===== config.mk =====
export PLATFORM = sky130hd
export DESIGN_NAME = led_pattern_sequencer_flat
export DESIGN_NICKNAME = d
export VERILOG_FILES = /design/src/rtl/lps_pkg.sv /design/src/rtl/lps_if.sv /design/src/rtl/lps_csr.sv /design/src/rtl/lps_frame_gen.sv /design/src/rtl/lps_out_buf.sv /design/src/rtl/led_pattern_sequencer.sv /design/src/flat_wrapper.sv
export SDC_FILE = /design/constraint.sdc
export NUM_CORES = 1
export LEC_CHECK = 0
export ABC_AREA = 1
export ABC_CLOCK_PERIOD_IN_PS = 3500
export BUFFER_PORTS_ARGS = -buffer_cell sky130_fd_sc_hd__buf_2
export CAP_MARGIN = 20
export CELL_PAD_IN_SITES_DETAIL_PLACEMENT = 2
export CELL_PAD_IN_SITES_GLOBAL_PLACEMENT = 2
export CORE_UTILIZATION = 31
export DETAILED_ROUTE_END_ITERATION = 7
export PLACE_DENSITY_LB_ADDON = 0.12
export RECOVER_POWER = 100
export SLEW_MARGIN = 10
export SYNTH_ARGS = -nofsm -noshare
export SYNTH_HDL_FRONTEND = slang
export SYNTH_SLANG_ARGS = --single-unit

===== constraint.sdc =====
create_clock -name clock -period 3.5 [get_ports clock]
set_clock_uncertainty 0.2 [all_clocks]
set_input_delay 0.525 -clock clock [delete_from_list [all_inputs] [get_ports clock]]
set_output_delay 0.525 -clock clock [all_outputs]
set_load 0.02 [all_outputs]

===== src/rtl/lps_pkg.sv =====
`default_nettype none

package lps_pkg;

   localparam int LED_COUNT  = 8;
   localparam int PAT_COUNT  = 8;
   localparam int MAX_FRAMES = 9;
   localparam int SEL_W      = 3;
   localparam int FRAME_W    = 4;
   localparam int PERIOD_W   = 16;
   localparam int CSR_IDX_W  = 2;

   typedef logic [LED_COUNT-1:0] led_type;
   typedef logic [SEL_W-1:0]     sel_type;
   typedef logic [FRAME_W-1:0]   frame_type;
   typedef logic [PERIOD_W-1:0]  period_type;

   typedef enum logic [CSR_IDX_W-1:0] {
      REG_FLASH_PERIOD = 2'd0,
      REG_FAST_PERIOD  = 2'd1,
      REG_SLOW_PERIOD  = 2'd2
   } csr_index_type;

   typedef enum logic [1:0] {
      GRP_FLASH,
      GRP_FAST,
      GRP_SLOW
   } group_type;

   typedef struct packed {
      period_type flash;
      period_type fast;
      period_type slow;
   } periods_type;

   localparam period_type FLASH_PERIOD_RST = 16'd500;
   localparam period_type FAST_PERIOD_RST  = 16'd250;
   localparam period_type SLOW_PERIOD_RST  = 16'd300;

   localparam led_type FRAME_TAB [PAT_COUNT][MAX_FRAMES] = '{
      '{8'hFF, 8'h00, 8'h00, 8'h00, 8'h00, 8'h00, 8'h00, 8'h00, 8'h00},
      '{8'h80, 8'h40, 8'h20, 8'h10, 8'h08, 8'h04, 8'h02, 8'h01, 8'h00},
      '{8'h01, 8'h02, 8'h04, 8'h08, 8'h10, 8'h20, 8'h40, 8'h80, 8'h00},
      '{8'h18, 8'h24, 8'h42, 8'h81, 8'h00, 8'h00, 8'h00, 8'h00, 8'h00},
      '{8'h81, 8'h42, 8'h24, 8'h18, 8'h00, 8'h00, 8'h00, 8'h00, 8'h00},
      '{8'h01, 8'h03, 8'h07, 8'h0F, 8'h1F, 8'h3F, 8'h7F, 8'hFF, 8'h00},
      '{8'h81, 8'hC3, 8'hE7, 8'hFF, 8'hE7, 8'hC3, 8'h81, 8'h00, 8'h00},
      '{8'h81, 8'h42, 8'h24, 8'h18, 8'h24, 8'h42, 8'h00, 8'h00, 8'h00}
   };

   localparam frame_type FRAME_CNT [PAT_COUNT] = '{
      4'd2, 4'd8, 4'd8, 4'd4, 4'd4, 4'd9, 4'd8, 4'd6
   };

   localparam group_type PERIOD_GRP [PAT_COUNT] = '{
      GRP_FLASH, GRP_FAST, GRP_FAST, GRP_SLOW,
      GRP_SLOW, GRP_SLOW, GRP_FAST, GRP_SLOW
   };

endpackage

`default_nettype wire


===== src/rtl/lps_if.sv =====
`default_nettype none

interface lps_req_if import lps_pkg::*; ();
   logic    valid;
   logic    ready;
   sel_type switches;

   modport source (output valid, output switches, input ready);
   modport sink (input valid, input switches, output ready);
endinterface

interface lps_rsp_if import lps_pkg::*; ();
   logic    valid;
   logic    ready;
   led_type leds;

   modport source (output valid, output leds, input ready);
   modport sink (input valid, input leds, output ready);
endinterface

`default_nettype wire


===== src/rtl/lps_csr.sv =====
`default_nettype none

module lps_csr import lps_pkg::*; (
   input  wire logic                 clock,
   input  wire logic                 reset,
   input  wire logic                 csr_we,
   input  wire logic [CSR_IDX_W-1:0] csr_index,
   input  wire logic [PERIOD_W-1:0]  csr_wdata,
   output periods_type               periods
);

   periods_type periods_ff;
   periods_type periods_in;

   always_comb begin
      periods_in = periods_ff;
      if (csr_we) begin
         case (csr_index)
            REG_FLASH_PERIOD: periods_in.flash = csr_wdata;
            REG_FAST_PERIOD:  periods_in.fast  = csr_wdata;
            REG_SLOW_PERIOD:  periods_in.slow  = csr_wdata;
            default:          periods_in = periods_ff;
         endcase
      end
   end

   always_ff @(posedge clock) begin
      if (reset) begin
         periods_ff.flash <= FLASH_PERIOD_RST;
         periods_ff.fast  <= FAST_PERIOD_RST;
         periods_ff.slow  <= SLOW_PERIOD_RST;
      end else begin
         periods_ff <= periods_in;
      end
   end

   assign periods = periods_ff;

endmodule

`default_nettype wire


===== src/rtl/lps_frame_gen.sv =====
`default_nettype none

module lps_frame_gen import lps_pkg::*; (
   input  wire logic         clock,
   input  wire logic         reset,
   input  wire logic         take,
   input  wire sel_type      switches,
   input  wire periods_type  periods,
   output led_type           leds
);

   logic       busy_ff, busy_in;
   sel_type    sel_ff, sel_in;
   frame_type  frame_ff, frame_in;
   period_type tick_ff, tick_in;

   sel_type    sel;
   frame_type  frame;
   frame_type  frame_lim;
   frame_type  frame_inc;
   period_type tick;
   period_type tick_sum;
   logic       tick_carry;
   period_type period_raw;
   period_type period;
   logic       frame_end;

   always_comb begin
      // an idle block starts a new pattern from the switches of this word
      sel   = busy_ff ? sel_ff : switches;
      frame = busy_ff ? frame_ff : '0;
      tick  = busy_ff ? tick_ff : '0;

      frame_lim = (frame >= frame_type'(MAX_FRAMES)) ? frame_type'(MAX_FRAMES - 1) : frame;
      leds      = FRAME_TAB[sel][frame_lim];

      case (PERIOD_GRP[sel])
         GRP_FLASH: period_raw = periods.flash;
         GRP_FAST:  period_raw = periods.fast;
         GRP_SLOW:  period_raw = periods.slow;
         default:   period_raw = periods.slow;
      endcase
      period = (period_raw == '0) ? period_type'(1) : period_raw;

      {tick_carry, tick_sum} = {1'b0, tick} + {{PERIOD_W{1'b0}}, 1'b1};
      frame_end = tick_carry || (tick_sum >= period);
      frame_inc = frame + frame_type'(1);

      busy_in  = busy_ff;
      sel_in   = sel_ff;
      frame_in = frame_ff;
      tick_in  = tick_ff;
      if (take) begin
         sel_in  = sel;
         busy_in = 1'b1;
         if (frame_end) begin
            tick_in = '0;
            if (frame_inc >= FRAME_CNT[sel]) begin
               frame_in = '0;
               busy_in  = 1'b0;
            end else begin
               frame_in = frame_inc;
            end
         end else begin
            tick_in  = tick_sum;
            frame_in = frame;
         end
      end
   end

   always_ff @(posedge clock) begin
      if (reset) begin
         busy_ff  <= 1'b0;
         sel_ff   <= '0;
         frame_ff <= '0;
         tick_ff  <= '0;
      end else begin
         busy_ff  <= busy_in;
         sel_ff   <= sel_in;
         frame_ff <= frame_in;
         tick_ff  <= tick_in;
      end
   end

endmodule

`default_nettype wire


===== src/rtl/lps_out_buf.sv =====
`default_nettype none

module lps_out_buf import lps_pkg::*; (
   input  wire logic     clock,
   input  wire logic     reset,
   input  wire logic     push,
   input  wire led_type  push_leds,
   output logic          can_push,
   lps_rsp_if.source     rsp
);

   logic    main_v_ff, main_v_in;
   logic    skid_v_ff, skid_v_in;
   led_type main_d_ff, main_d_in;
   led_type skid_d_ff, skid_d_in;
   logic    pop;

   assign can_push = !skid_v_ff;
   assign pop      = main_v_ff && rsp.ready;

   always_comb begin
      main_v_in = main_v_ff;
      skid_v_in = skid_v_ff;
      main_d_in = main_d_ff;
      skid_d_in = skid_d_ff;
      if (pop) begin
         if (skid_v_ff) begin
            main_d_in = skid_d_ff;
            skid_v_in = 1'b0;
         end else begin
            main_v_in = push;
            main_d_in = push_leds;
         end
      end else if (!main_v_ff) begin
         main_v_in = push;
         main_d_in = push_leds;
      end else if (push) begin
         // word waiting downstream, park the new one
         skid_v_in = 1'b1;
         skid_d_in = push_leds;
      end
   end

   always_ff @(posedge clock) begin
      if (reset) begin
         main_v_ff <= 1'b0;
         skid_v_ff <= 1'b0;
      end else begin
         main_v_ff <= main_v_in;
         skid_v_ff <= skid_v_in;
      end
      main_d_ff <= main_d_in;
      skid_d_ff <= skid_d_in;
   end

   assign rsp.valid = main_v_ff;
   assign rsp.leds  = main_d_ff;

endmodule

`default_nettype wire


===== src/rtl/led_pattern_sequencer.sv =====
// led pattern sequencer: one request word is one time-base tick
// each tick's led word is registered in the output buffer before it reaches rsp
// one tick per cycle while req is ready; frame state updates in one registered pass
// a two-entry output buffer keeps req ready while one word waits on rsp
// reset: synchronous, clears the pattern state and output buffer and
// restores the period registers to 500, 250 and 300 ticks
`default_nettype none

module led_pattern_sequencer import lps_pkg::*; (
   input  wire logic                 clock,
   input  wire logic                 reset,
   lps_req_if.sink                   req_if,
   lps_rsp_if.source                 rsp_if,
   input  wire logic                 csr_we,
   input  wire logic [CSR_IDX_W-1:0] csr_index,
   input  wire logic [PERIOD_W-1:0]  csr_wdata
);

   periods_type periods;
   led_type     leds;
   logic        can_push;
   logic        take;

   assign req_if.ready = can_push;
   assign take         = req_if.valid && can_push;

   lps_csr u_csr (
      .clock     (clock),
      .reset     (reset),
      .csr_we    (csr_we),
      .csr_index (csr_index),
      .csr_wdata (csr_wdata),
      .periods   (periods)
   );

   lps_frame_gen u_frame_gen (
      .clock    (clock),
      .reset    (reset),
      .take     (take),
      .switches (req_if.switches),
      .periods  (periods),
      .leds     (leds)
   );

   lps_out_buf u_out_buf (
      .clock     (clock),
      .reset     (reset),
      .push      (take),
      .push_leds (leds),
      .can_push  (can_push),
      .rsp       (rsp_if)
   );

   a_take_gives_word: assert property (@(posedge clock) disable iff (reset)
      take |=> rsp_if.valid)
      else $error("accepted tick produced no led word");

   a_stall_has_word: assert property (@(posedge clock) disable iff (reset)
      !req_if.ready |-> rsp_if.valid)
      else $error("request stalled with output buffer empty");

   a_full_stays_full: assert property (@(posedge clock) disable iff (reset)
      (!req_if.ready && !rsp_if.ready) |=> !req_if.ready)
      else $error("output buffer lost a word while downstream stalled");

endmodule

`default_nettype wire


===== src/flat_wrapper.sv =====
// flat-port wrapper written by rule: the top's interface ports become plain ports
module led_pattern_sequencer_flat import lps_pkg::*;
  (clock, reset, csr_we, csr_index, csr_wdata, req_if_valid, req_if_switches, req_if_ready, rsp_if_valid, rsp_if_leds, rsp_if_ready);
  lps_req_if req_if_i ();
  lps_rsp_if rsp_if_i ();
  input  wire logic clock;
  input  wire logic reset;
  input  wire logic csr_we;
  input  wire logic [CSR_IDX_W-1:0] csr_index;
  input  wire logic [PERIOD_W-1:0] csr_wdata;
  input wire logic [$bits(req_if_i.valid)-1:0] req_if_valid;
  input wire logic [$bits(req_if_i.switches)-1:0] req_if_switches;
  output wire logic [$bits(req_if_i.ready)-1:0] req_if_ready;
  output wire logic [$bits(rsp_if_i.valid)-1:0] rsp_if_valid;
  output wire logic [$bits(rsp_if_i.leds)-1:0] rsp_if_leds;
  input wire logic [$bits(rsp_if_i.ready)-1:0] rsp_if_ready;
  assign req_if_i.valid = req_if_valid;
  assign req_if_i.switches = req_if_switches;
  assign req_if_ready = req_if_i.ready;
  assign rsp_if_valid = rsp_if_i.valid;
  assign rsp_if_leds = rsp_if_i.leds;
  assign rsp_if_i.ready = rsp_if_ready;
  led_pattern_sequencer u_core (.clock(clock), .reset(reset), .req_if(req_if_i), .rsp_if(rsp_if_i), .csr_we(csr_we), .csr_index(csr_index), .csr_wdata(csr_wdata));
endmodule

==> flow_metrics.py <==
metrics = {
    "outcome": {
        "status": "completed",
    },
    "drt": {
        "average_vias_per_placed_instance": 4.96,
        "wirelength_um": 18700,
        "routedWlPerCell_um": 16.6,
        "drt-initial-drc-count": 183,
        "vias": 5581,
        "antenna_left": 0,
        "drc": 0,
        "drt_pre_antenna_iters": 4,
    },
    "die": {
        "boundaryPins": 36,
        "floorplan.initialDensity": 0.317,
        "core_area_sq_um": 17300,
        "rows": 48,
        "chipWidth_um": 135,
        "die-height_um": 135,
        "dieArea_sq_um": 18200,
    },
    "global_routing": {
        "grt_first_pass_wirelength_um": 29300,
        "grt.total_usage": 0.204,
        "number_of_global_route_vias_before_repair": 5892,
        "grt-ovfl-total": 0,
        "antenna_violations_before_repair": 0,
        "grt_max_degree": 53,
    },
    "sta": {
        "hold_viol": 0,
        "slew_headroom": 0.305,
        "slew_violations": 0,
        "worst_hold_slack_ns": 0.202,
        "peak_freq_mhz": 302,
        "period_needed_ns": 3.31,
        "setup_slack_ns": 0.189,
        "timing_worst_slew_pin_value_ns": 1.04,
        "setup_viol_count_final": 0,
        "fin_crit_sh": 0.946,
    },
    "power": {
        "leakagePower_nw": 3.34,
        "design_power_total_mw": 3.11,
        "cell_pwr_density_nw_per_um2": 452,
        "ir_worst_vdd_mv": 0.245,
    },
    "synth": {
        "synthDominantCellAreaShare": 0.271,
        "synth_cell_type_count": 32,
        "syn_warnings": 0,
        "syn_nets": 881,
        "synth-seq-area-share": 0.358,
        "synth.ff_latch_count": 90,
        "total_standard_cell_area_after_synthesis_sq_um": 5480,
        "synthesis.instances": 826,
        "synthTopCellsByArea": "dfxtp_1, nand2_1, nand3_1, edfxtp_1, nor2_1",
        "synth.avg_cell_area_sq_um": 6.63,
        "synth_top_area_cell": "dfxtp_1",
    },
    "placed_design": {
        "detailedPlace.worstSlack_ns": -0.366,
        "place_inst": 1098,
        "numPortBuffers": 35,
        "gp_routability_congestion": 0.798,
        "dp_hpwl_um": 13400,
    },
    "layout": {
        "final_cell_count_no_fill": 1125,
        "antennaDiodeCount": 0,
        "flow.area_growth_from_synthesis_pct": 25.7,
        "utilization": 0.398,
        "layout_cell_share_with_drive_strength_beyond_1": 0.184,
        "post_layout_nets": 950,
    },
    "hold_path": {
        "hp-class": "input pin to register",
        "min_delay_worst_endpoint": "u_core.u_csr.periods[21]",
        "worst_hold_path.num_cells": 3,
        "timing.hold.worst.start": "csr_wdata[5]",
    },
    "cts": {
        "clk_root_buffer_cell": "clkbuf_16",
        "cts_hold_buf": 0,
        "cts.clk_slew.worst_paths_ns": 0.07,
        "clkSinkCount": 90,
        "cts-htree-levels": 3,
        "tritoncts.num_buffers": 9,
        "clock_path_buffers": 2,
        "cts_tree": "done",
        "clock_insertion_delay_at_the_later_pin_of_the_skew_report_ns": 0.36,
    },
    "critical_path": {
        "critical_path_required_ns": 3.59,
        "worst-r2r-setup-slack_ns": 0.19,
        "timing.critical_path.from_type": "register",
        "timing.critical_path.arrival_ns": 3.40,
        "crit-reg2reg-capture": "u_core.u_frame_gen.frame_ff[0]",
        "worst_setup_path_end_kind": "register",
        "reg2reg_depth": 26,
        "crit_fanout": 8,
        "timing.rr.start": "u_core.u_frame_gen.busy_ff",
        "critical_path_class": "register to register",
    },
    "run": {
        "max_capacitance_violation_count": 0,
    },
}
## critical path: stages, from the launching register on
cell	delay, ns
dfxtp_4	0.38
buf_6	0.14
nand2_4	0.07
nand2_4	0.06
buf_6	0.12
buf_4	0.15
nand2_4	0.08
nand2_8	0.09
clkbuf_16	0.18
nand3_1	0.09
nand3_2	0.10
buf_4	0.14
buf_4	0.12
inv_1	0.04
ha_1	0.21
nand2_1	0.06
inv_1	0.05
nand2_1	0.09
nor2_1	0.06
nor2_1	0.10
nand2_1	0.07
nand2_2	0.11
nand4_4	0.14
buf_6	0.18
nand2_4	0.05
nand2_2	0.06
a21oi_2	0.12
## flip-flops by register name (all words and copies together), names as in the netlist
name	count
u_core.u_out_buf.skid_d_ff	8
u_core.u_out_buf.rsp.valid	1
u_core.u_out_buf.rsp.leds	8
u_core.u_frame_gen.sel_ff	3
u_core.u_frame_gen.frame_ff	4
u_core.u_frame_gen.busy_ff	1
u_core.u_csr.periods	48
u_core.u_frame_gen.tick_ff	16
u_core.u_out_buf.skid_v_ff	1
## placed cells by master, fill, tap and decap left out, drive strengths merged, types with 6 or more instances in the layout
master    n
nor2    112
buf      71
nand3   100
edfxtp   16
dfxtp    74
o21ai    47
clkbuf   28
ha       29
xor2      7
xnor2     7
nand2   247
a21oi    45
clkinv    6
inv      93
nand4    11
## power by group
part | leakage (nW) | switching, mW | internal, mW
logic | 2.42 | 0.552 | 0.369
clock network | 0.157 | 0.461 | 0.575
registers | 0.765 | 0.0303 | 1.12
total | 3.34 | 1.04 | 2.07
## per-layer routing
| layer | wire [um] | track usage | part of all wire |
|---|---|---|---|
| met4 | 258 | 0.0581 | 0.014 |
| met5 | 0 | 0 | 0 |
| met2 | 9080 | 0.354 | 0.49 |
| met3 | 486 | 0.0236 | 0.026 |
| met1 | 8870 | 0.266 | 0.47 |
## cells in the mapped netlist
cell        n
o211ai_1    2
ha_1       29
nor2_1    109
a21boi_0    1
nand4_2     1
o21ai_0    45
inv_2       4
o31ai_1     1
clkbuf_1   17
nor3_2      2
nor2_4      1
nand2_4     1
nand2_2    14
xnor2_1     7
o21bai_1    1
inv_1      88
clkinv_1    2
nand3_1    99
a21oi_2     1
buf_2       7
a21oi_1    44
o21ai_1     2
nand4_1    10
buf_4       1
buf_12      1
dfxtp_1    74
nand2_1   232
edfxtp_1   16
xor2_1      7
nand3_2     1
nor2_2      2
buf_6       4
## worst max path at each step
stage	from	endpoint	slack (ns)	depth (start not counted)
finish	u_core.u_frame_gen.busy_ff	u_core.u_frame_gen.frame_ff[0]	0.19	26
floorplan	req_if_switches[0]	u_core.u_frame_gen.tick_ff[6]	0.17	20
detailed placement	req_if_switches[0]	u_core.u_frame_gen.tick_ff[11]	-0.37	25
CTS	u_core.u_frame_gen.busy_ff	u_core.u_frame_gen.frame_ff[0]	0.01	20
global route	u_core.u_frame_gen.busy_ff	u_core.u_frame_gen.busy_ff	-0.02	26
global placement	req_if_switches[0]	u_core.u_frame_gen.tick_ff[14]	-0.14	25
## per-stage QoR
step                instance area, sq um  TNS, ns
floorplan                           5480        0
global placement                    6100    -2.47
detailed placement                  6100    -6.27
CTS                                 6470        0
global route                        6880  -0.0387
finish                              6880        0
## kinds of logic after synthesis
kind of cell             Yosys count  synth area share
buffers and inverters            124            0.0957
adder cells (fa/ha/maj)           29            0.0663
AO/OA/AOI/OAI                     97            0.0916
flip-flops                        90             0.358
XOR/XNOR                          14            0.0224
AND/OR/NAND/NOR                  472             0.366
## area by class of cell
cell class | count | area, sq um
Clock inverter | 5 | 40.0
Clock buffer | 11 | 275
Sequential cell | 90 | 1970
Inverter | 94 | 373
Fill cell | 2078 | 10400
Multi-Input combinational cell | 612 | 3270
Timing Repair Buffer | 88 | 674
Tap cell | 225 | 282
## what timing repair did
item	CTS	global route
pin swaps	1	33
gates cloned	0	5
setup endpoints to repair	21	21
buffers inserted	0	6
gates resized for setup	12	68
(Power assumes the default switching activity.)
